**src/rtl/rpi_mul.sv**
```systemverilog
// rpi_mul: shared 32 by 32 unsigned multiplier with registered product
// depends on nothing
module rpi_mul (
	input  logic        clk,
	input  logic [31:0] a,
	input  logic [31:0] b,
	output logic [63:0] prod
);
	logic [63:0] prod_q;

	// product register, read by the step after issue
	always_ff @(posedge clk) begin
		prod_q <= 64'(a) * 64'(b);
	end

	assign prod = prod_q;
endmodule

```
**config.mk**
```make
export PLATFORM = sky130hd
export DESIGN_NAME = rpi_mul
export DESIGN_NICKNAME = d
export VERILOG_FILES = /design/src/rtl/rpi_mul.sv
export SDC_FILE = /design/constraint.sdc
export NUM_CORES = 2
export LEC_CHECK = 0
export BUFFER_PORTS_ARGS = -buffer_cell sky130_fd_sc_hd__buf_2
export CELL_PAD_IN_SITES_DETAIL_PLACEMENT = 1
export CELL_PAD_IN_SITES_GLOBAL_PLACEMENT = 1
export CORE_MARGIN = 4
export CORE_UTILIZATION = 40
export CTS_CLUSTER_SIZE = 24
export DETAILED_ROUTE_END_ITERATION = 8
export PLACE_DENSITY = 0.65
export SETUP_SLACK_MARGIN = 0.4
export SYNTH_ARGS = -nofsm -noshare
export SYNTH_HDL_FRONTEND = slang
export SYNTH_SLANG_ARGS = --single-unit
```
**constraint.sdc**
```tcl
create_clock -name clk -period 13.93 [get_ports clk]
set_input_delay 2.786 -clock clk [delete_from_list [all_inputs] [get_ports clk]]
set_output_delay 2.786 -clock clk [all_outputs]
set_load 0.1 [all_outputs]
```
Yosys cells after proc, flatten, opt, wreduce, memory -nomap -nowiden
Index checks and enable logic that the tools add are counted.

Bits in registers: 64. Input port bits: 65. Logic and storage cells: 2.

$mul: 1.

Operator list (number): 32-bit by 32-bit multiplier with 64-bit output (1).

Longest topological paths before layout
Depth in word-level cells: 1. Depth in mapped cells: 29.

Worst setup path before layout
OpenSTA, ideal clock, no wires.

Kind: input-to-reg. Start: in a[25]. End: reg prod_q[62], in the netlist prod[62]. Setup time: 72 ps. Data arrival time: 9467 ps. Data required time: 13858 ps. Path slack: 4391 ps. Stages on the path: 25. Path buffers: 2. Path through: clkbuf_1 > nand2_1 > fa_1 > inv_1 > fa_1 > inv_1 > fa_1 > inv_1 > fa_1 > fa_1 > fa_1 > fa_1 > inv_1 > fa_1 > inv_1 > ha_1 > buf_2 > nand4_1 > or4_1 > or3_1 > a31oi_1 > a31o_2 > a211oi_1 > o21ai_1 > xor2_1.

Longest elaborated chain between the ends: 1.

Ends and longest elaborated chain: start: declaration (RTL line 5) `input logic [31:0] a,`; 32-bit by 32-bit multiplier with 64-bit output (RTL line 13) `prod_q <= 64'(a) * 64'(b);`; end signal: assignment (RTL line 13); end: declaration (RTL line 9) `logic [63:0] prod_q;`.

Every way passes these cells.

Worst setup path after layout
Start: in b[24]. End: reg prod_q[62], in the netlist prod[62].

Longest elaborated chain between the ends: 1.

Ends and longest elaborated chain: start: declaration (RTL line 6) `input logic [31:0] b,`; 32-bit by 32-bit multiplier with 64-bit output (RTL line 13).

Every way passes these cells.

==> impl_results.md <==
- Run status: finished clean
- Vias: 24,620
- Root Buffer: clkbuf_16
- Core Area: 85,550 um2
- Worst Setup EP: prod[62]$_DFF_P_
- Routed len/inst: 22.07 um
- Reg clk slew, reported paths: 0.06 ns
- Num Clock Sinks: 64
- CTS tree: yes
- Syn_area_per_cell: 9.252 um2
- Commonest non-fill, non-tap cell in the layout: fa_1
- FF+latch count, synth: 64
- Fin area: 36,370 um2
- Share of layout cells above drive strength 1: 4.670%
- First-pass DRT Iterations: 6
- Die W: 302.4 um
- Yosys warning count: 0
- CP max stage cell: buf_2
- Worst path max stage delay: 0.76 ns
- Initial core utilization: 40.53%
- Initial antenna violation count: 4
- Clock buffer depth: 2
- DRT antenna net count: 0
- Die Footprint: 91,460 um2
- First-pass GRT wire length: 168.2 mm
- CP Data Arrival Time: 10.98 ns
- Port Buffers: 128
- Worst slew pin tran: 1.056 ns
- Max-Cap Viols: 0
- Crit path launch type: primary input
- GP Congestion: 0.8526
- Main synth FF type: dfxtp_1
- DRC: 0
- Post-cts sizing count: 0
- Max reg flops: 64
- Most frequent cells in the layout: 896 x fa_1, 865 x inv_1, 602 x and2_1, 480 x nand2_1, 263 x ha_1
- Mapped Area: 34,680 um2
- Crit path max fanout: 32
- Setup CP Type: in2reg
- Htree depth: 3
- Cell repeated most along the worst path: fa_1
- Final wirelength: 106.6 mm
- Max-slew headroom: 29.59%
- Post-Syn Nets: 4,972
- Pin count of the biggest net entering global routing: 33
- Overflow after GRT: 0
- Hold Path Class: in2reg
- Period utilisation layout: 76.79%
- Crit path launch: b[24]
- Hold Fails Final Rpt: 0
- Hold Buf Count CTS: 0
- Seq/Total Area, Yosys: 3.695%
- FFs w/ async S/R, synth: 0%
- Syn Inst Count: 3,748
- Post-DP HPWL: 84.54 mm
- CP required: 14.21 ns
- Netlist cell types: 57
- Final min period: 10.70 ns
- Vias per cell: 5.096
- Endpoints failing setup: 0
- Setup Fix Bufs, Post-CTS: 0
- DP Area: 36,000 um2
- Nets@finish: 4,902
- TritonCTS Buffers: 9
- Die Y: 302.4 um
- Area growth syn-to-layout: 4.893%
- Top-level I/O count: 129
- Initial DRC count: 946
- Total global-route track usage: 24.23%
- Final Max Slew Viols: 0
- Critical path cell sequence: buf_2 -> nand2_1 -> fa_1 -> inv_1 -> fa_1 -> fa_1 -> fa_1 -> fa_1 -> fa_1 -> fa_1 -> inv_1 -> fa_1 -> inv_1 -> ha_1 -> nand4_1 -> or4_1 -> or3_1 -> a31oi_1 -> a31o_2 -> a211oi_1 -> o21ai_1 -> xor2_1
- Setup tns final: 0 ns
- Row count: 107
- Endpoint class of the critical path: register
- RSZ-0062 raised after global routing: false
- Post-synth EDFFs: 0
- Fmax: 93.48 MHz
- Number of global-route vias before repair: 28,980
-- routing by layer --
layer | part of all wire (%) | wire, um | up-vias | track usage [%]
met5 | 0.022 | 23 | - | 0
met4 | 3.8 | 4019 | 4 | 7.548
met3 | 2.9 | 3097 | 164 | 2.025
met2 | 54 | 57850 | 481 | 46.05
met1 | 39 | 41610 | 13280 | 29.01
li1 | - | - | 10690 | -
-- worst min path at each step --
stage | start | slack (ns) | depth (start not counted) | end
2_1_floorplan | b[0] | 2.91 | 1 | prod[0]$_DFF_P_
3_3_place_gp | prod[15]$_DFF_P_ | 3.34 | 1 | prod[15]
3_5_place_dp | prod[15]$_DFF_P_ | 3.34 | 1 | prod[15]
4_1_cts | b[0] | 3.06 | 3 | prod[0]$_DFF_P_
5_1_grt | b[0] | 3.10 | 3 | prod[0]$_DFF_P_
6_report | b[0] | 3.09 | 3 | prod[0]$_DFF_P_
-- stage by stage --
stage	instances	utilization (%)	worst slack, ns	hold WS [ns]
6_report	4830	42.52	3.233	3.090
2_1_floorplan	3748	-	4.391	2.913
5_1_grt	4828	42.51	3.019	3.097
3_5_place_dp	4811	42.08	3.079	3.337
3_3_place_gp	4811	42.08	3.206	3.337
4_1_cts	4827	42.51	3.448	3.062
-- logic make-up (layout without fill, tap and decap cells) --
kind of cell,after synthesis,after routing,synth area share (%)
AND/OR/NAND/NOR,1177,1177,17.62
adder cells (fa/ha/maj),1159,1159,61.22
buffers and inverters,1085,1020,11.77
AO/OA/AOI/OAI,202,202,4.153
flip-flops,64,64,3.695
XOR/XNOR,60,60,1.515
multiplexers,1,1,0.02887
other,0,3,0
-- cell usage after synthesis, types with 3 or more instances --
cell,n,area [um2]
or4_1,3,22.52
dfxtp_1,64,1281
nand3_1,10,50.05
a21oi_2,3,26.28
a221o_1,4,40.04
o21ai_1,5,25.02
buf_2,6,30.03
inv_1,865,3247
o21ai_0,21,105.1
nand2_1,480,1802
a21oi_1,63,315.3
a21boi_1,3,22.52
nor2_1,20,75.07
a211oi_1,3,22.52
a21o_1,40,300.3
fa_1,896,17940
and4_1,3,26.28
nor3_1,7,35.03
xnor2_1,35,306.5
and2_1,602,3766
ha_1,263,3291
or3_1,3,18.77
xor2_1,25,219.0
o221ai_1,3,26.28
a221oi_4,3,78.83
and3_1,14,87.58
clkbuf_1,213,799.5
o21a_1,9,67.56
o31ai_4,3,63.81
a31oi_1,12,75.07
or2_2,3,18.77
nand4_1,23,143.9
o21bai_1,10,75.07
-- critical path: cells and delay by family --
kind | cells | cell delay [ns]
adders and majority gates | 9 | 4.52
AOI/OAI and AO/OA | 4 | 1.28
and+or+nand+nor | 4 | 1.28
buffers and inverters | 4 | 0.92
xor gates and xnor gates | 1 | 0.15
-- final cells by class --
cell class	instances	area [um2]
clock inverter	7	142.6
sequential	64	1281
timing repair buffer	139	723.2
inverter	865	3247
tap	1144	1431
antenna	3	7.507
clock buffer	9	225.2
multi-input combinational	2599	29310
fill	9901	49180
Power is left out: the tool's default activity adds up to more than one toggle a clock period on the data nets, which glitch-free logic cannot reach.
