[config.mk]
export PLATFORM = sky130hd
export DESIGN_NAME = rpi_seq
export DESIGN_NICKNAME = d
export VERILOG_FILES = /design/src/rtl/rpi_pkg.sv /design/src/rtl/rpi_seq.sv
export SDC_FILE = /design/constraint.sdc
export NUM_CORES = 1
export LEC_CHECK = 0
export BUFFER_PORTS_ARGS = -buffer_cell sky130_fd_sc_hd__buf_2
export CORE_AREA = 4 4 41 43
export CTS_CLUSTER_SIZE = 24
export DETAILED_ROUTE_END_ITERATION = 10
export DIE_AREA = 0 0 45 47
export GPL_TIMING_DRIVEN = 1
export MAX_ROUTING_LAYER = met4
export PLACE_DENSITY = 0.55
export SLEW_MARGIN = 10
export SYNTH_ARGS = -nofsm -noshare
export SYNTH_HDL_FRONTEND = slang
export SYNTH_SLANG_ARGS = --single-unit
[constraint.sdc]
create_clock -name clk -period 1.2 [get_ports clk]
set_input_delay 0.24 -clock clk [delete_from_list [all_inputs] [get_ports clk]]
set_output_delay 0.24 -clock clk [all_outputs]
set_load 0.05 [all_outputs]
[src/rtl/rpi_pkg.sv]
// rpi_pkg: shared types, constants and the sine polynomial coefficients
// of the pi plus resonant voltage loop; no dependencies
package rpi_pkg;

	// sine angle resolution in bits per full turn, resonator state width
	localparam int SINE_BITS = 10;
	localparam int RESON_W   = 40;

	// configuration port widths
	localparam int CFG_IDX_W  = 8;
	localparam int CFG_DATA_W = 32;

	// register indexes
	localparam logic [CFG_IDX_W-1:0] REG_PROP_GAIN     = 8'd0;
	localparam logic [CFG_IDX_W-1:0] REG_INTEG_GAIN_DT = 8'd1;
	localparam logic [CFG_IDX_W-1:0] REG_RESON_GAIN    = 8'd2;
	localparam logic [CFG_IDX_W-1:0] REG_RESON_COEF    = 8'd3;
	localparam logic [CFG_IDX_W-1:0] REG_OUTPUT_LIMIT  = 8'd4;
	localparam logic [CFG_IDX_W-1:0] REG_PHASE_STEP    = 8'd5;
	localparam logic [CFG_IDX_W-1:0] REG_AMP_RATIO     = 8'd6;
	localparam logic [CFG_IDX_W-1:0] REG_CURRENT_ZERO  = 8'd7;

	// fixed scale factors of the adc codes, and the full-scale modulation value
	localparam logic [7:0] VOLT_SCALE = 8'd165;
	localparam logic [6:0] CUR_SCALE  = 7'd66;
	localparam logic [15:0] MOD_FULL  = 16'hFFFF;

	typedef struct packed {
		logic [23:0] prop_gain;
		logic [15:0] integ_gain_dt;
		logic [23:0] reson_gain;
		logic [30:0] reson_coef;
		logic [15:0] output_limit;
		logic [31:0] phase_step;
		logic [15:0] amp_ratio;
		logic [15:0] current_zero;
	} cfg_t;

	// sequencer steps, one shared multiply issued in most of them
	typedef enum logic [4:0] {
		ST_IDLE, ST_SQ, ST_H3, ST_H2, ST_H1, ST_H0, ST_PT, ST_AVG, ST_AMP,
		ST_REF, ST_ERR, ST_P, ST_I, ST_R, ST_C0, ST_C1, ST_C2, ST_OUT, ST_DONE
	} state_t;

	typedef struct packed {
		logic in_ready;
		logic out_load;
	} ctrl_t;

	// odd polynomial coefficients of sin on a quarter turn, Q1.30
	function automatic logic [31:0] sin_coef(input logic [2:0] k);
		logic [31:0] c;
		unique case (k)
			3'd0:    c = 32'd1686629713;
			3'd1:    c = 32'd693598668;
			3'd2:    c = 32'd85569306;
			3'd3:    c = 32'd5026995;
			3'd4:    c = 32'd172272;
			default: c = 32'd0;
		endcase
		return c;
	endfunction

endpackage

[src/rtl/rpi_seq.sv]
// rpi_seq: step sequencer of the voltage loop
// depends on rpi_pkg
module rpi_seq (
	input  logic            clk,
	input  logic            arst_n,
	input  logic            in_valid,
	input  logic            fault,
	input  logic            out_free,
	output rpi_pkg::state_t state,
	output rpi_pkg::ctrl_t  ctrl
);
	rpi_pkg::state_t state_q, state_d;

	always_ff @(posedge clk or negedge arst_n) begin
		if (!arst_n) state_q <= rpi_pkg::ST_IDLE;
		else         state_q <= state_d;
	end

	// next step
	always_comb begin
		state_d = state_q;
		unique case (state_q)
			rpi_pkg::ST_IDLE: begin
				if (in_valid) state_d = fault ? rpi_pkg::ST_DONE : rpi_pkg::ST_SQ;
			end
			rpi_pkg::ST_SQ:  state_d = rpi_pkg::ST_H3;
			rpi_pkg::ST_H3:  state_d = rpi_pkg::ST_H2;
			rpi_pkg::ST_H2:  state_d = rpi_pkg::ST_H1;
			rpi_pkg::ST_H1:  state_d = rpi_pkg::ST_H0;
			rpi_pkg::ST_H0:  state_d = rpi_pkg::ST_PT;
			rpi_pkg::ST_PT:  state_d = rpi_pkg::ST_AVG;
			rpi_pkg::ST_AVG: state_d = rpi_pkg::ST_AMP;
			rpi_pkg::ST_AMP: state_d = rpi_pkg::ST_REF;
			rpi_pkg::ST_REF: state_d = rpi_pkg::ST_ERR;
			rpi_pkg::ST_ERR: state_d = rpi_pkg::ST_P;
			rpi_pkg::ST_P:   state_d = rpi_pkg::ST_I;
			rpi_pkg::ST_I:   state_d = rpi_pkg::ST_R;
			rpi_pkg::ST_R:   state_d = rpi_pkg::ST_C0;
			rpi_pkg::ST_C0:  state_d = rpi_pkg::ST_C1;
			rpi_pkg::ST_C1:  state_d = rpi_pkg::ST_C2;
			rpi_pkg::ST_C2:  state_d = rpi_pkg::ST_OUT;
			rpi_pkg::ST_OUT: state_d = rpi_pkg::ST_DONE;
			rpi_pkg::ST_DONE: begin
				if (out_free) state_d = rpi_pkg::ST_IDLE;
			end
			default: state_d = rpi_pkg::ST_IDLE;
		endcase
	end

	// handshake controls
	always_comb begin
		ctrl.in_ready = (state_q == rpi_pkg::ST_IDLE);
		ctrl.out_load = (state_q == rpi_pkg::ST_DONE) && out_free;
	end

	assign state = state_q;
endmodule

---- Yosys cells after proc, flatten, opt, wreduce, memory -nomap -nowiden ----
Cells that the tools add are included.
storage, ports and cells
  register bits ........................... 5
  bits of input ports ..................... 5
  output and inout bits ................... 7
  logic and storage cells ................. 28
cells by class
  eq/ne operators ......................... 20
  muxes and demuxes ....................... 4
  reductions and logical operators ........ 3
operator list
  operator            number
  $pmux 5 s19         1
  $eq 5x4->1 const B  8
  $eq 5x3->1 const B  4
  $eq 5x5->1 const B  3
  $mux 5              3
  $eq 5x2->1 const B  2
  $eq 5x1->1 const B  1
  $logic_not 5->1     1
  $ne 2x2->1 const B  2
  $reduce_and 2->1    1
  $logic_and 1x1->1   1

---- Longest topological paths before layout ----
Gate-level depths: netlist of the first run.
  depth in word-level cells ............... 3
  gate-level depth with buffers ........... 5
  gate-level depth less buffers ........... 4

---- Worst setup path after synthesis of the first run ----
No wires, ideal clock.
  kind .................................... flip-flop to output port
  start point ............................. register state_q[1], in the netlist state[1]
  end point ............................... output ctrl[1] in the netlist's numbering
  data arrival time ....................... 2.117 ns
  required time ........................... 0.960 ns
  slack ................................... -1.157 ns
  cell stages (with the launch flop) ...... 3
  path buffers ............................ 0
  cells stage by stage .................... dfrtp_1 -> nor3_4 -> nor3b_1
RTL lines
  what                    RTL line       text
  start, declared         rpi_seq.sv:12  rpi_pkg::state_t state_q, state_d;
  start signal, assigned  rpi_seq.sv:15  if (!arst_n) state_q <= rpi_pkg::ST_IDLE;
  start signal, assigned  rpi_seq.sv:16  else state_q <= state_d;
  end, declared           rpi_seq.sv:10  output rpi_pkg::ctrl_t ctrl

==> results of run 1 <==
==> worst min-delay path by stage <==
stage,slack [ns],end,start
floorplan,-0.06,state[0]$_DFFE_PN0P_,arst_n
global placement,0.06,state[3]$_DFFE_PN0P_,arst_n
detailed placement,0.06,state[3]$_DFFE_PN0P_,arst_n
CTS,0.34,state[4]$_DFFE_PN0P_,arst_n
global route,0.34,state[4]$_DFFE_PN0P_,arst_n
finish,0.33,state[4]$_DFFE_PN0P_,arst_n
==> logic make-up after synthesis <==
| family | synth area share [%] |
|---|---|
| flops | 38.6 |
| xor+xnor | 5.41 |
| buf+inv | 5.02 |
| compound gates | 18.5 |
| simple gates | 32.4 |
==> metrics by stage <==
step	cells	worst slack, ns
3_3_place_gp	67	-0.185
6_report	77	-0.286
2_1_floorplan	36	-0.383
5_1_grt	77	-0.350
3_5_place_dp	67	-0.193
4_1_cts	75	-0.292
==> layer usage <==
metal | vias up | global-route usage (%)
li1 | 180 | -
met1 | 174 | 12.4
met2 | 11 | 18.6
met3 | 2 | 4.60
met4 | 0 | 5.26
met5 | - | -
==> layout by cell type, fill, tap and decap left out, types with 2 or more instances in the layout <==
cell type,netlist,routed
buf_2,1,4
dfrtp_2,0,5
nor3_4,1,3
clkbuf_4,1,3
buf_4,0,8
buf_6,0,9
xor2_1,2,2
buf_8,0,2
a21o_1,2,2
a21oi_1,3,2
nor2_1,3,2
==> cells in the mapped netlist <==
cell and instances:
o21ai_0 3, inv_1 1, a21o_1 2, o31ai_1 1, a21oi_1 3, clkbuf_4 1, nor3_4 1, nand2_1 3
buf_2 1, nor4b_2 1, dfrtp_1 5, nand3_1 1, nor3_1 2, nor3b_1 1, nor2b_1 1, xor2_1 2
nand2b_1 1, nor2b_2 1, nand3b_1 1, a211oi_1 1, nor2_1 3
==> cell type report <==
cell class | instances | share of cell area, %
Multi-Input combinational cell | 28 | 41.6
Inverter | 1 | 0.545
Clock buffer | 4 | 3.82
Tap cell | 15 | 2.73
Timing Repair Buffer | 24 | 32.2
Sequential cell | 5 | 19.1
==> repair_timing <==
action	in CTS	in global routing
hold buffers	1	0
endpoints found under the setup margin	8	10
gates resized for setup	23	12
buffers inserted	3	3
endpoints found under the hold margin	5	0
pin swaps	4	5
==> results.sh, run 1 <==
export IMPL_status="finished, violations left"
export IMPL_violations="setup timing"
export IMPL_start_util_pct=24.9
export IMPL_path_max_fanout=3
export IMPL_worstPathRequired_ns=0.96
export IMPL_cts_max_level=1
export IMPL_gp_congestion=0.744
export IMPL_cts_tree="built"
export IMPL_fill_cells=124
export IMPL_dr_total_vias=367
export IMPL_path_depth=3
export IMPL_worstReg2RegStart="state[0]$_DFFE_PN0P_"
export IMPL_cp_arrival_ns=1.25
export IMPL_cp_top_family="flip-flops"
export IMPL_m1WireLength_um=412
export IMPL_min_period_ns=1.49
export IMPL_drc=0
export IMPL_cts_buffers=3
export IMPL_ys_ff_latch=5
export IMPL_synthesis_area_um2=324
export IMPL_crit_path_end_kind="output port"
export IMPL_die_x_um=45
export IMPL_clk_path_buf_depth=2
export IMPL_final_util_pct=52.9
export IMPL_cp_start_kind="register"
export IMPL_yosysTopAreaCellShare_pct=38.6
export IMPL_hold_viol=0
export IMPL_wl_um=980
export IMPL_yosysWarnings=0
export IMPL_seq_area_um2=131
export IMPL_fin_area_um2=688
export IMPL_drt_iter0_drc=3
export IMPL_cpPeakStageDelay_ns=0.44
export IMPL_cp_cell_sequence="nor3_4 > nor3b_4 > buf_6"
export IMPL_clk_pin_slew_ns=0.04
export IMPL_coreArea_um2=1300
export IMPL_rrSetupSlack_ns=-0.06
export IMPL_timing_rr_end="state[1]$_DFFE_PN0P_"
export IMPL_startpoint="state[3]$_DFFE_PN0P_"
export IMPL_largest_register_ffs=5
export IMPL_die_y_um=47
export IMPL_grt_pass1_vias=379
export IMPL_whs_ns=0.330
export IMPL_wl_met3_um=44
export IMPL_clkLatencyLatePin_ns=0.24
export IMPL_dpl_hpwl_um=649
export IMPL_syn_area_per_cell_um2=9.00
export IMPL_slew_headroom_pct=83.4
export IMPL_final_max_slew_viol_count=0
export IMPL_io_buffer_count=11
export IMPL_multiInputGateArea_um2=287
export IMPL_yosysUniqueCellTypes=21
export IMPL_max_freq_mhz=673
export IMPL_areaGrowthSynthToFinish_pct=112
export IMPL_drive_gt1_share_pct=74.2
export IMPL_grt_first_pass_wirelength_um=1620
export IMPL_finalSetupViolations=8
export IMPL_synth_cells=36
export IMPL_ioPinCount=12
export IMPL_cts_root_buf="clkbuf_4"
export IMPL_wl_per_cell_um=12.7
export IMPL_rows=13
export IMPL_topRoutingLayerUsed="met4"
export IMPL_grt_setup_unrepaired="true"
export IMPL_antenna_left=0
export IMPL_setup_tns_ns=-0.779
export IMPL_ys_seq_area_share_pct=38.6
export IMPL_path_buf_inv=1
export IMPL_worst_path_max_delay_cell="dfrtp_2"
export IMPL_wl_met2_um=510
export IMPL_fin_ws_ns=-0.286
export IMPL_first_pass_iters=4
export IMPL_r2r_cells=5
export IMPL_period_share_pct=124
export IMPL_maxCapViolations=0
export IMPL_grtUsageTotal_pct=11.6
export IMPL_tightest_slew_ns=0.249
export IMPL_min_delay_path_class="primary input to asynchronous set/reset pin"
export IMPL_dpl_cell_area_um2=479
export IMPL_dieArea_um2=2120
export IMPL_skew_ns=0.00230
export IMPL_cts_sinks=5
export IMPL_overflow=0
export IMPL_synth_area_top_cells="dfrtp_1, xor2_1, nor3_4, a21oi_1, o21ai_0"
export IMPL_synth_top_area_cell="dfrtp_1"
export IMPL_syn_nets=41
export IMPL_antenna_found_initial=0
export IMPL_cp_endpoint="ctrl[1]"
export IMPL_grt_max_degree=7
export IMPL_critPathKind="register to output port"
export IMPL_num_antenna_cells=0
export IMPL_finalNetCount=68
export IMPL_via_per_inst=4.77
Power of run 1 is left out: the tool's default activity adds up to more than one toggle a clock period on the data nets, which glitch-free logic cannot reach.
==> inputs of run 2 (changes only) <==
--- a/config.mk
+++ b/config.mk
@@ -12,7 +12,7 @@
 export DIE_AREA = 0 0 45 47
 export GPL_TIMING_DRIVEN = 1
 export MAX_ROUTING_LAYER = met4
-export PLACE_DENSITY = 0.55
+export PLACE_DENSITY = 0.57
 export SLEW_MARGIN = 10
 export SYNTH_ARGS = -nofsm -noshare
 export SYNTH_HDL_FRONTEND = slang
==> constraint.sdc (replaced) <==
create_clock -name clk -period 1.3 [get_ports clk]
set_input_delay 0.26 -clock clk [delete_from_list [all_inputs] [get_ports clk]]
set_output_delay 0.26 -clock clk [all_outputs]
set_load 0.05 [all_outputs]
==> run 2 against run 1 <==
Effect of this change:
- the flow still finishes with violations (setup timing)
- non-clock buffer count is 1 lower
- worst setup slack better by 0.079 ns
- critical path depth stayed put
- sequential cell count stayed put
- register-to-register slack better by 0.04 ns
- clock skew is 0.00059 ns higher
- count of clock-buffer cells in the layout stayed put
==> results.sh, run 2 (synthesized netlist as in run 1, its figures left out) <==
export IMPL_status="finished, violations left"
export IMPL_violations="setup timing"
export IMPL_max_freq_mhz=663
export IMPL_skew_ns=0.00288
export IMPL_antenna_found_initial=0
export IMPL_wl_per_cell_um=13.4
export IMPL_min_delay_path_class="primary input to asynchronous set/reset pin"
export IMPL_maxCapViolations=0
export IMPL_drt_iter0_drc=5
export IMPL_dr_total_vias=351
export IMPL_coreArea_um2=1300
export IMPL_io_buffer_count=11
export IMPL_whs_ns=0.354
export IMPL_most_common_layout_cells="buf_6, buf_4, buf_2"
export IMPL_grt_first_pass_wirelength_um=1570
export IMPL_ioPinCount=12
export IMPL_cts_buffers=3
export IMPL_crit_path_end_kind="output port"
export IMPL_fin_ws_ns=-0.207
export IMPL_path_max_fanout=3
export IMPL_dieArea_um2=2120
export IMPL_dpl_hpwl_um=684
export IMPL_final_util_pct=47.1
export IMPL_cts_root_buf="clkbuf_4"
export IMPL_worstPathRequired_ns=1.04
export IMPL_slew_headroom_pct=80.8
export IMPL_cp_cell_sequence="nor3_4 > nor3b_4 > buf_6"
export IMPL_final_max_slew_viol_count=0
export IMPL_rows=13
export IMPL_finalNetCount=67
export IMPL_grt_pass1_vias=353
export IMPL_cts_tree="built"
export IMPL_cp_start_kind="register"
export IMPL_grtUsageTotal_pct=11.1
export IMPL_die_x_um=45
export IMPL_period_share_pct=116
export IMPL_first_pass_iters=3
export IMPL_overflow=0
export IMPL_gp_congestion=0.756
export IMPL_clk_path_buf_depth=2
export IMPL_areaGrowthSynthToFinish_pct=89.2
export IMPL_grt_setup_unrepaired="true"
export IMPL_wl_um=1020
export IMPL_drc=0
export IMPL_cpPeakStageDelay_ns=0.44
export IMPL_start_util_pct=24.9
export IMPL_hold_viol=0
export IMPL_finalSetupViolations=5
export IMPL_antenna_left=0
export IMPL_drive_gt1_share_pct=67.2
export IMPL_largest_register_ffs=5
export IMPL_setup_tns_ns=-0.575
export IMPL_via_per_inst=4.62
export IMPL_cts_sinks=5
export IMPL_cts_max_level=1
export IMPL_cp_arrival_ns=1.25
export IMPL_die_y_um=47
export IMPL_clkLatencyLatePin_ns=0.24
export IMPL_clk_pin_slew_ns=0.04
export IMPL_grt_max_degree=10
export IMPL_tightest_slew_ns=0.287
export IMPL_worst_path_max_delay_cell="dfrtp_2"
export IMPL_min_period_ns=1.51
export IMPL_critPathKind="register to output port"
export IMPL_dp_slack_ns=-0.123
export IMPL_num_antenna_cells=0
==> run 2: cell types whose count changed in the layout (fill, tap and decap cells not counted), sizes merged <==
cell,previous run,this run
buf,23,22
==> run 2: final timing paths <==
path / from / endpoint / slack (ns) / depth (start not counted)
max: state[2]$_DFFE_PN0P_ / ctrl[1] / -0.21 / 3
min: arst_n / state[1]$_DFFE_PN0P_ / 0.35 / 2
max reg2reg: state[2]$_DFFE_PN0P_ / state[1]$_DFFE_PN0P_ / -0.02 / 7
min reg2reg: state[0]$_DFFE_PN0P_ / state[0]$_DFFE_PN0P_ / 0.58 / 1
max in group asynchronous: arst_n / state[2]$_DFFE_PN0P_ / 0.80 / 2
min in group clk: out_free / state[4]$_DFFE_PN0P_ / 0.37 / 3
==> run 2: metal layers <==
metal	wire, µm	share of wire [%]	global-route usage (%)
met3	43	4.2	5.75
met1	380	37	12.8
met2	595	58	17.5
met4	0	0	1.75
met5	0	0	-
==> run 2: worst max-delay path, delay by kind of cell (launching register included) <==
kind                   cells  cell delay (ns)
buffers and inverters      1             0.18
DFF                        1             0.44
and+or+nand+nor            2             0.38
==> run 2: layout make-up <==
class	count	area (µm²)
repair buffers	23	201
fillers	136	688
multi-input cells	28	231
clock buffers	4	26.3
well taps	15	18.8
inverters	1	3.75
flip-flops and latches	5	131
==> run 2: repair_timing <==
item                                    in CTS  in global routing
buffers inserted                             3                  3
endpoints found under the hold margin        5                  0
endpoints found under the setup margin       4                  7
pin swaps                                    4                  4
resized for setup                           16                  9
hold buffers                                 1                  0
==> run 2: through the flow <==
| stage | cell area, µm² | std cells |
|---|---|---|
| floorplan | 362 | 36 |
| global placement | 467 | 67 |
| detailed placement | 467 | 67 |
| CTS | 577 | 75 |
| global route | 613 | 76 |
| finish | 613 | 76 |
Power of run 2 is left out for the same reason.
