==> config.mk <==
export PLATFORM = sky130hd
export DESIGN_NAME = rpi_cfg_flat
export DESIGN_NICKNAME = d
export VERILOG_FILES = /design/src/rtl/rpi_pkg.sv /design/src/rtl/rpi_cfg_if.sv /design/src/rtl/rpi_cfg.sv /design/src/flat_wrapper.sv
export SDC_FILE = /design/constraint.sdc
export NUM_CORES = 1
export LEC_CHECK = 0
export ABC_AREA = 1
export BUFFER_PORTS_ARGS = -buffer_cell sky130_fd_sc_hd__buf_2
export CAP_MARGIN = 0
export CORE_MARGIN = 8
export CORE_UTILIZATION = 36
export DETAILED_ROUTE_END_ITERATION = 8
export GPL_ROUTABILITY_DRIVEN = 1
export PLACE_DENSITY = 0.69
export SLEW_MARGIN = 5
export SYNTH_ARGS = -nofsm -noshare
export SYNTH_HDL_FRONTEND = slang
export SYNTH_SLANG_ARGS = --single-unit
==> constraint.sdc <==
create_clock -name clk -period 1.4 [get_ports clk]
set_input_delay 0.21 -clock clk [delete_from_list [all_inputs] [get_ports clk]]
set_output_delay 0.21 -clock clk [all_outputs]
set_load 0.02 [all_outputs]
==> src/rtl/rpi_pkg.sv <==
// rpi_pkg: shared types, constants and the sine polynomial coefficients
// of the pi plus resonant voltage loop; no dependencies
package rpi_pkg;

	// sine angle resolution in bits per full turn, resonator state width
	localparam int SINE_BITS = 10;
	localparam int RESON_W   = 40;

	// configuration port widths
	localparam int CFG_IDX_W  = 8;
	localparam int CFG_DATA_W = 32;

	// register indexes
	localparam logic [CFG_IDX_W-1:0] REG_PROP_GAIN     = 8'd0;
	localparam logic [CFG_IDX_W-1:0] REG_INTEG_GAIN_DT = 8'd1;
	localparam logic [CFG_IDX_W-1:0] REG_RESON_GAIN    = 8'd2;
	localparam logic [CFG_IDX_W-1:0] REG_RESON_COEF    = 8'd3;
	localparam logic [CFG_IDX_W-1:0] REG_OUTPUT_LIMIT  = 8'd4;
	localparam logic [CFG_IDX_W-1:0] REG_PHASE_STEP    = 8'd5;
	localparam logic [CFG_IDX_W-1:0] REG_AMP_RATIO     = 8'd6;
	localparam logic [CFG_IDX_W-1:0] REG_CURRENT_ZERO  = 8'd7;

	// fixed scale factors of the adc codes, and the full-scale modulation value
	localparam logic [7:0] VOLT_SCALE = 8'd165;
	localparam logic [6:0] CUR_SCALE  = 7'd66;
	localparam logic [15:0] MOD_FULL  = 16'hFFFF;

	typedef struct packed {
		logic [23:0] prop_gain;
		logic [15:0] integ_gain_dt;
		logic [23:0] reson_gain;
		logic [30:0] reson_coef;
		logic [15:0] output_limit;
		logic [31:0] phase_step;
		logic [15:0] amp_ratio;
		logic [15:0] current_zero;
	} cfg_t;

	// sequencer steps, one shared multiply issued in most of them
	typedef enum logic [4:0] {
		ST_IDLE, ST_SQ, ST_H3, ST_H2, ST_H1, ST_H0, ST_PT, ST_AVG, ST_AMP,
		ST_REF, ST_ERR, ST_P, ST_I, ST_R, ST_C0, ST_C1, ST_C2, ST_OUT, ST_DONE
	} state_t;

	typedef struct packed {
		logic in_ready;
		logic out_load;
	} ctrl_t;

	// odd polynomial coefficients of sin on a quarter turn, Q1.30
	function automatic logic [31:0] sin_coef(input logic [2:0] k);
		logic [31:0] c;
		unique case (k)
			3'd0:    c = 32'd1686629713;
			3'd1:    c = 32'd693598668;
			3'd2:    c = 32'd85569306;
			3'd3:    c = 32'd5026995;
			3'd4:    c = 32'd172272;
			default: c = 32'd0;
		endcase
		return c;
	endfunction

endpackage

==> src/rtl/rpi_cfg_if.sv <==
// rpi_cfg_if: register write channel, index and data
// depends on rpi_pkg
interface rpi_cfg_if;
	logic                           valid;
	logic                           ready;
	logic [rpi_pkg::CFG_IDX_W-1:0]  index;
	logic [rpi_pkg::CFG_DATA_W-1:0] data;
	modport source(output valid, index, data, input ready);
	modport sink(input valid, index, data, output ready);
endinterface

==> src/rtl/rpi_cfg.sv <==
// rpi_cfg: configuration register file with its write channel
// depends on rpi_pkg, rpi_cfg_if
module rpi_cfg (
	input  logic         clk,
	input  logic         arst_n,
	rpi_cfg_if.sink      cfg,
	output rpi_pkg::cfg_t regs
);
	rpi_pkg::cfg_t regs_q;

	assign cfg.ready = 1'b1;

	// register writes, unknown indexes dropped
	always_ff @(posedge clk or negedge arst_n) begin
		if (!arst_n) begin
			regs_q.prop_gain     <= 24'd131072;
			regs_q.integ_gain_dt <= 16'd328;
			regs_q.reson_gain    <= 24'd65536;
			regs_q.reson_coef    <= 31'd2146423994;
			regs_q.output_limit  <= 16'd62259;
			regs_q.phase_step    <= 32'd21474836;
			regs_q.amp_ratio     <= 16'd45875;
			regs_q.current_zero  <= 16'd32768;
		end else if (cfg.valid) begin
			unique case (cfg.index)
				rpi_pkg::REG_PROP_GAIN:     regs_q.prop_gain     <= cfg.data[23:0];
				rpi_pkg::REG_INTEG_GAIN_DT: regs_q.integ_gain_dt <= cfg.data[15:0];
				rpi_pkg::REG_RESON_GAIN:    regs_q.reson_gain    <= cfg.data[23:0];
				rpi_pkg::REG_RESON_COEF:    regs_q.reson_coef    <= cfg.data[30:0];
				rpi_pkg::REG_OUTPUT_LIMIT:  regs_q.output_limit  <= cfg.data[15:0];
				rpi_pkg::REG_PHASE_STEP:    regs_q.phase_step    <= cfg.data[31:0];
				rpi_pkg::REG_AMP_RATIO:     regs_q.amp_ratio     <= cfg.data[15:0];
				rpi_pkg::REG_CURRENT_ZERO:  regs_q.current_zero  <= cfg.data[15:0];
				default: ;
			endcase
		end
	end

	assign regs = regs_q;
endmodule

==> src/flat_wrapper.sv <==
// flat-port wrapper written by rule: the top's interface ports become plain ports
module rpi_cfg_flat 
  (clk, arst_n, regs, cfg_valid, cfg_index, cfg_data, cfg_ready);
  rpi_cfg_if cfg_i ();
  input  logic clk;
  input  logic arst_n;
  output rpi_pkg::cfg_t regs;
  input wire logic [$bits(cfg_i.valid)-1:0] cfg_valid;
  input wire logic [$bits(cfg_i.index)-1:0] cfg_index;
  input wire logic [$bits(cfg_i.data)-1:0] cfg_data;
  output wire logic [$bits(cfg_i.ready)-1:0] cfg_ready;
  assign cfg_i.valid = cfg_valid;
  assign cfg_i.index = cfg_index;
  assign cfg_i.data = cfg_data;
  assign cfg_ready = cfg_i.ready;
  rpi_cfg u_core (.clk(clk), .arst_n(arst_n), .cfg(cfg_i), .regs(regs));
endmodule
; Word-level counts from Yosys, hierarchy flattened
; Cells that the tools add are included.
[totals]
inputBits = 43
regBits = 175
romBits = 0
elab_cells = 24
output_inout_bits = 176
mem_bits_rw = 0
memories = 0
latchBits = 0
[classes]
n_mul = 0
bitwise_logic = 0
muxes = 0
n_shift = 0
eq_ne = 7
n_reduce_logical = 9
add_sub_neg = 0
n_div = 0
n_lt_le_gt_ge = 0
[op_table]
columns = op, count
row1 = $eq A8 B3 Y1 const B, 4
row2 = $eq A8 B2 Y1 const B, 2
row3 = $reduce_and A2 Y1, 8
row4 = $eq A8 B1 Y1 const B, 1
row5 = $logic_not A8 Y1, 1

; Longest topological paths before layout
; Gate-level depths: netlist of the first run.
[logic_depth]
word_depth = 2
mapped_depth = 8
mapped_depth_nobuf = 6

; Worst setup path after synthesis of the first run
; Ideal clock, no wire load.
[synth_timing]
path_type = input -> register
startpoint = in cfg_index[5]
endpoint = reg u_core.regs_q, in the netlist u_core.regs[32]
arrival_ns = 1.022
stages = 8
setup_ns = 0.117
path_slack_ns = 0.261
cell_sequence = nor2_1 > nand2_1 > nor2_2 > buf_6 > nand2_2 > buf_6 > nand2_1 > nand2_1
[synth_via]
elab_chain_cells = 2
[synth_lines]
columns = element, line
row1 = from (decl), flat_wrapper.sv:9  ; input wire logic [$bits(cfg_i.index)-1:0] cfg_index;
row2 = $eq A8 B3 Y1, rpi_cfg.sv:25  ; unique case (cfg.index)
row3 = $reduce_and A2 Y1 (no line), -
row4 = to (decl), rpi_cfg.sv:9  ; rpi_pkg::cfg_t regs_q;
; Every way passes these cells.
; A chain may end at the register's enable or synchronous reset.

; Worst setup path after layout of the first run
[layout_timing]
startpoint = reg u_core.regs_q, in the netlist u_core.regs[104]
endpoint = out regs[104] in the netlist's numbering
[layout_rtl]
columns = element, line
row1 = to (decl), flat_wrapper.sv:7  ; output rpi_pkg::cfg_t regs;
; No word-level cell between the ends.

==> impl_metrics.csv, run 1 <==
group,metric,value,unit
synthesis,seq_area_frac_synth,61.6,%
floorplanning,ios,219,
drt,drt-initial-drc-count,332,
timing,max_freq,0.745,GHz
cts,clkLatencyLatePin,0.42,ns
worst_setup_path,path_cells,"buf_2",
cts,htree_levels,4,
grt,grt_pass1_vias,6331,
floorplanning,placementRows,52,
synthesis,ys_types,16,
final_layout,drive_above_1_share,34.9,%
timing,hold_violations,0,
worst_setup_path,cp.required,1.19,ns
grt,grt_max_degree,48,
synthesis,synth_seq_cells,175,
drt,vias_per_cell,4.82,
worst_setup_path,startpoint_type,"flip-flop",
drt,wl_per_cell,18.6,um
worst_setup_path,crit_fanout,2,
synthesis,netlist_instances,804,
place,gp_congestion,0.796,
timing,rsz0062_at_grt,"no",
grt,antenna_found_initial,0,
grt,grt_pass1_wl,37.4,mm
final_layout,final_nets,1058,
timing,fin_setup_tns,0,ns
status,status,"completed",
grt,overflow,0,
synthesis,syn_area_per_cell,8.99,um2
final_layout,largest_reg_flops,175,
cts,cts_tree,"built",
drt,antenna_left,0,
cts,cts_resized,0,
cts,cts_max_path_buffers,2,
cts,cts-root-buf,"clkbuf_16",
pwr,p_per_area,1220,nW/um2
timing,fin_crit,1.34,ns
pwr,leakagePower,5.39,nW
drt,drcViolationCount,0,
worst_setup_path,cp_slowest_cell,"dfstp_2",
floorplanning,initial_utilization,36.2,%
floorplanning,coreArea,20000,um2
drt,vias,6250,
timing,finalHoldWorstSlack,0.0196,ns
pwr,ir_drop,822,uV
floorplanning,die_y,158,um
synthesis,syn-cell-area,7230,um2
worst_hold_path,worstHoldPathType,"in2reg",
cts,cts.sinks,175,
cts,path_clk_slew,0.07,ns
timing,setup_viol,0,
worst_setup_path,path_class,"reg2out",
drt,first_pass_iters,5,
worst_setup_path,crit_buf_inv,1,
drt,wl,24.1,mm
place,port_buffers,217,
final_layout,area_growth_syn_to_layout,29.7,%
floorplanning,fp.dieW,158,um
timing,clock_skew,0,ns
final_layout,insertedDiodeCount,0,
cts,numCtsBuffers,17,
flow_run,cap_violations,0,
worst_setup_path,worst_setup_path_end_kind,"output pin",
synthesis,yosys_warnings,0,
timing,fin_crit_sh,95.9,%
synthesis,syn-num-nets,847,
place,hpwlAfterDp,17.1,mm
timing,slew_violations,0,
worst_setup_path,crit_arrival,1.13,ns
floorplanning,die_area,24900,um2
worst_setup_path,critPathMaxStageDelay,0.55,ns
worst_setup_path,critical-path-top-delay-family,"flip-flops",
grt,grt_usage,19.7,%
==> power breakdown <==
part / switching, mW / internal, mW
Clock: 2.04 / 2.56
Sequential: 0.142 / 5.36
Combinational: 0.913 / 0.380
Total: 3.10 / 8.30
==> metrics by stage <==
stage	cells	util [%]	area, um2	setup slack [ns]	total power, mW
floorplan	804	-	7230	0.261	6.22
global placement	1264	44.0	8780	-0.0473	6.87
detailed placement	1264	44.0	8780	-0.119	6.90
CTS	1298	46.9	9370	0.0339	11.5
global route	1298	46.9	9370	0.00116	11.9
finish	1298	46.9	9370	0.0571	11.4
==> final cells by class <==
class	count	area, um2
well taps	270	338
clock inverters	11	109
multi-input cells	552	2370
clock buffers	21	460
flip-flops and latches	175	4450
repair buffers	261	1620
inverters	8	30.0
fillers	1939	10600
==> Yosys cell counts <==
| cell | number | share of area, % |
|---|---|---|
| nand2_4 | 1 | 0.16 |
| dfstp_2 | 60 | 22 |
| nand3_1 | 181 | 13 |
| nand2_2 | 1 | 0.087 |
| nor2_1 | 5 | 0.26 |
| nand2_1 | 342 | 18 |
| clkbuf_1 | 12 | 0.62 |
| inv_2 | 3 | 0.16 |
| dfrtp_1 | 115 | 40 |
| nor2_2 | 5 | 0.43 |
| conb_1 | 1 | 0.052 |
| buf_2 | 34 | 2.4 |
| buf_6 | 4 | 0.62 |
| inv_1 | 5 | 0.26 |
| buf_4 | 19 | 2.0 |
| o21ai_0 | 16 | 1.1 |
==> cells in the final DEF (no fill, tap or decap), types with 2 or more instances in the layout <==
| cell type | instances |
|---|---|
| clkinv_4 | 2 |
| inv_2 | 3 |
| clkbuf_1 | 2 |
| buf_2 | 216 |
| nor2_4 | 5 |
| buf_4 | 27 |
| nor2_1 | 5 |
| buf_12 | 15 |
| clkbuf_8 | 2 |
| dfstp_2 | 60 |
| nand3_1 | 181 |
| dfrtp_1 | 115 |
| nand2_1 | 342 |
| clkinvlp_4 | 6 |
| clkbuf_16 | 17 |
| dlygate4sd3_1 | 2 |
| inv_1 | 5 |
| o21ai_0 | 16 |
==> timing repair <==
item	CTS	global route
hold buffers	2	0
endpoints found under the setup margin	0	0
buffers inserted	0	0
hold endpoints to repair	28	0
==> cell families (layout without fill, tap and decap cells) <==
group,count (synthesis),after routing,synth area share [%]
and+or+nand+nor,535,535,31.2
DFF,175,175,61.6
buffers and inverters,77,301,5.99
AOI/OAI and AO/OA,16,16,1.11
other,1,1,0.0519
==> final timing paths <==
path | endpoint | start | slack, ns | cells after the start
worst max-delay path | regs[104] | u_core.regs[104] | 0.06 | 1
worst min-delay path | u_core.regs[110] | cfg_data[30] | 0.02 | 3
worst max register to register | u_core.regs[141] | u_core.regs[141] | 0.68 | 2
worst min register to register | u_core.regs[98] | u_core.regs[98] | 0.46 | 2
max in group asynchronous | u_core.regs[45] | arst_n | 0.49 | 3
min in group asynchronous | u_core.regs[82] | arst_n | 0.26 | 2
==> metal layers <==
metal | GRT usage [%] | wire (um)
met1 | 25.9 | 10500
met2 | 31.8 | 11400
met3 | 6.09 | 2030
met4 | 3.63 | 204
met5 | 0 | 0
No activity file was read; power rests on OpenSTA's default activity.
==> run 2, diff against run 1 <==
Settings changed: CTS_CLUSTER_SIZE from default to 24.
Clock period 1.4 ns to 1.7 ns, I/O delays scaled along.
==> run 2 against run 1 <==
Compared with the run above:
- final cell count decreased by 0.62%
- sequential cell count unchanged
- critical path type unchanged
- largest power group unchanged
- sequential power decreased by 18%
- clock power decreased by 12%
- largest cell class unchanged
- non-clock buffer count decreased by 11
- routed wire length decreased by 0.58%
- cell area decreased by 1.6%
- register-to-register slack improved by 0.28 ns
- global-route usage decreased by 0.14 points
- clock-buffer cell count unchanged
==> impl_metrics.csv, run 2 (synthesis gave the netlist of run 1 again) <==
group,metric,value,unit
place,port_buffers,217,
floorplanning,die_area,24900,um2
floorplanning,ios,219,
floorplanning,fp.dieW,158,um
drt,drcViolationCount,0,
cts,numCtsBuffers,17,
pwr,p_per_area,1040,nW/um2
drt,drt-initial-drc-count,316,
final_layout,final_nets,1047,
pwr,ir_drop,697,uV
timing,setup_viol,0,
drt,first_pass_iters,5,
grt,top_usage_layer,"met2",
cts,cts_resized,0,
cts,clkLatencyLatePin,0.42,ns
floorplanning,die_y,158,um
final_layout,final_cell_mix,"nand2_1, buf_2, nand3_1",
worst_setup_path,critPathMaxStageDelay,0.54,ns
floorplanning,coreArea,20000,um2
worst_setup_path,path_class,"reg2out",
drt,wl,24.0,mm
timing,slew_violations,0,
cts,cts-root-buf,"clkbuf_16",
worst_setup_path,crit_arrival,1.15,ns
worst_setup_path,path_cells,"buf_2",
pwr,p_total,9.63,mW
timing,fin_crit_sh,82.5,%
cts,cts_hold_buf,1,
drt,vias_per_cell,4.88,
grt,overflow,0,
timing,fin_crit,1.40,ns
grt,met1_usage,25.2,%
worst_setup_path,crit_fanout,2,
timing,hold_violations,0,
status,status,"completed",
cts,cts_tree,"built",
drt,wl_per_cell,18.6,um
timing,fin_setup_tns,0,ns
worst_setup_path,cp_slowest_cell,"dfstp_2",
timing,clock_skew,0,ns
cts,htree_levels,4,
worst_setup_path,worst_setup_path_end_kind,"output pin",
final_layout,layout_commonest_cell,"nand2_1",
timing,rsz0062_at_grt,"no",
cts,post_cts.repair.setup_buffers,0,
grt,grt_pass1_wl,37.2,mm
place,gp_congestion,0.795,
place,hpwlAfterDp,16.7,mm
flow_run,cap_violations,0,
worst_setup_path,critical-path-top-delay-family,"flip-flops",
grt,grt_max_degree,55,
cts,cts_max_path_buffers,2,
floorplanning,initial_utilization,36.2,%
worst_setup_path,startpoint_type,"flip-flop",
final_layout,largest_reg_flops,175,
worst_setup_path,crit_buf_inv,1,
worst_setup_path,cp.required,1.44,ns
drt,antenna_left,0,
grt,met2_usage,30.8,%
final_layout,drive_above_1_share,34.5,%
cts,cts.sinks,175,
pwr,leakagePower,5.33,nW
cts,path_clk_slew,0.07,ns
timing,max_freq,0.713,GHz
final_layout,area_growth_syn_to_layout,27.6,%
grt,grt_usage,19.6,%
drt,vias,6298,
timing,finalHoldWorstSlack,0.0567,ns
grt,grt_pass1_vias,6422,
grt,antenna_found_initial,3,
worst_hold_path,worstHoldPathType,"in2reg",
floorplanning,placementRows,52,
grt,grt_util_met3,6.36,%
-- run 2: cell count changes in the layout (fill, tap and decap cells not counted), sizes merged --
cell | previous run | this run
buf | 259 | 249
bufinv | 1 | 2
clkinv | 3 | 4
clkinvlp | 6 | 3
diode | 0 | 3
dlygate4sd3 | 2 | 1
inv | 9 | 10
-- run 2: report_power, final --
group | total (mW) | internal, mW | switching (mW)
Combinational | 1.03 | 0.292 | 0.743
Sequential | 4.53 | 4.42 | 0.118
Clock | 4.07 | 2.34 | 1.73
-- run 2: worst paths after layout --
kind	slack [ns]	from	end	cells past startpoint
max	0.30	u_core.regs[29]	regs[29]	1
min	0.06	cfg_data[28]	u_core.regs[108]	3
max reg2reg	0.96	u_core.regs[138]	u_core.regs[138]	2
min reg2reg	0.46	u_core.regs[45]	u_core.regs[45]	2
max in group asynchronous	0.77	arst_n	u_core.regs[28]	3
min in group asynchronous	0.29	arst_n	u_core.regs[86]	2
-- run 2: through the flow --
| step | cell area, um2 | instances | utilization [%] | setup slack, ns |
|---|---|---|---|---|
| after global routing | 9220 | 1290 | 46.2 | 0.232 |
| final | 9220 | 1290 | 46.2 | 0.298 |
| after CTS | 9220 | 1287 | 46.1 | 0.277 |
| after floorplan | 7230 | 804 | - | 0.516 |
| after global placement | 8600 | 1254 | 43.0 | 0.195 |
| after detailed placement | 8600 | 1254 | 43.0 | 0.136 |
-- run 2: routing by layer --
layer,wire [um],up-vias
met4,397,0
met3,2220,28
li1,-,2966
met1,10200,3060
met5,0,-
met2,11200,244
-- run 2: cell type report --
cell class / instances / area [um2]
well taps: 270 / 338
clock buffers: 21 / 480
multi-input cells: 552 / 2370
repair buffers: 250 / 1420
flip-flops and latches: 175 / 4450
fillers: 1928 / 10800
diodes: 3 / 7.51
inverters: 8 / 30.0
clock inverters: 11 / 130
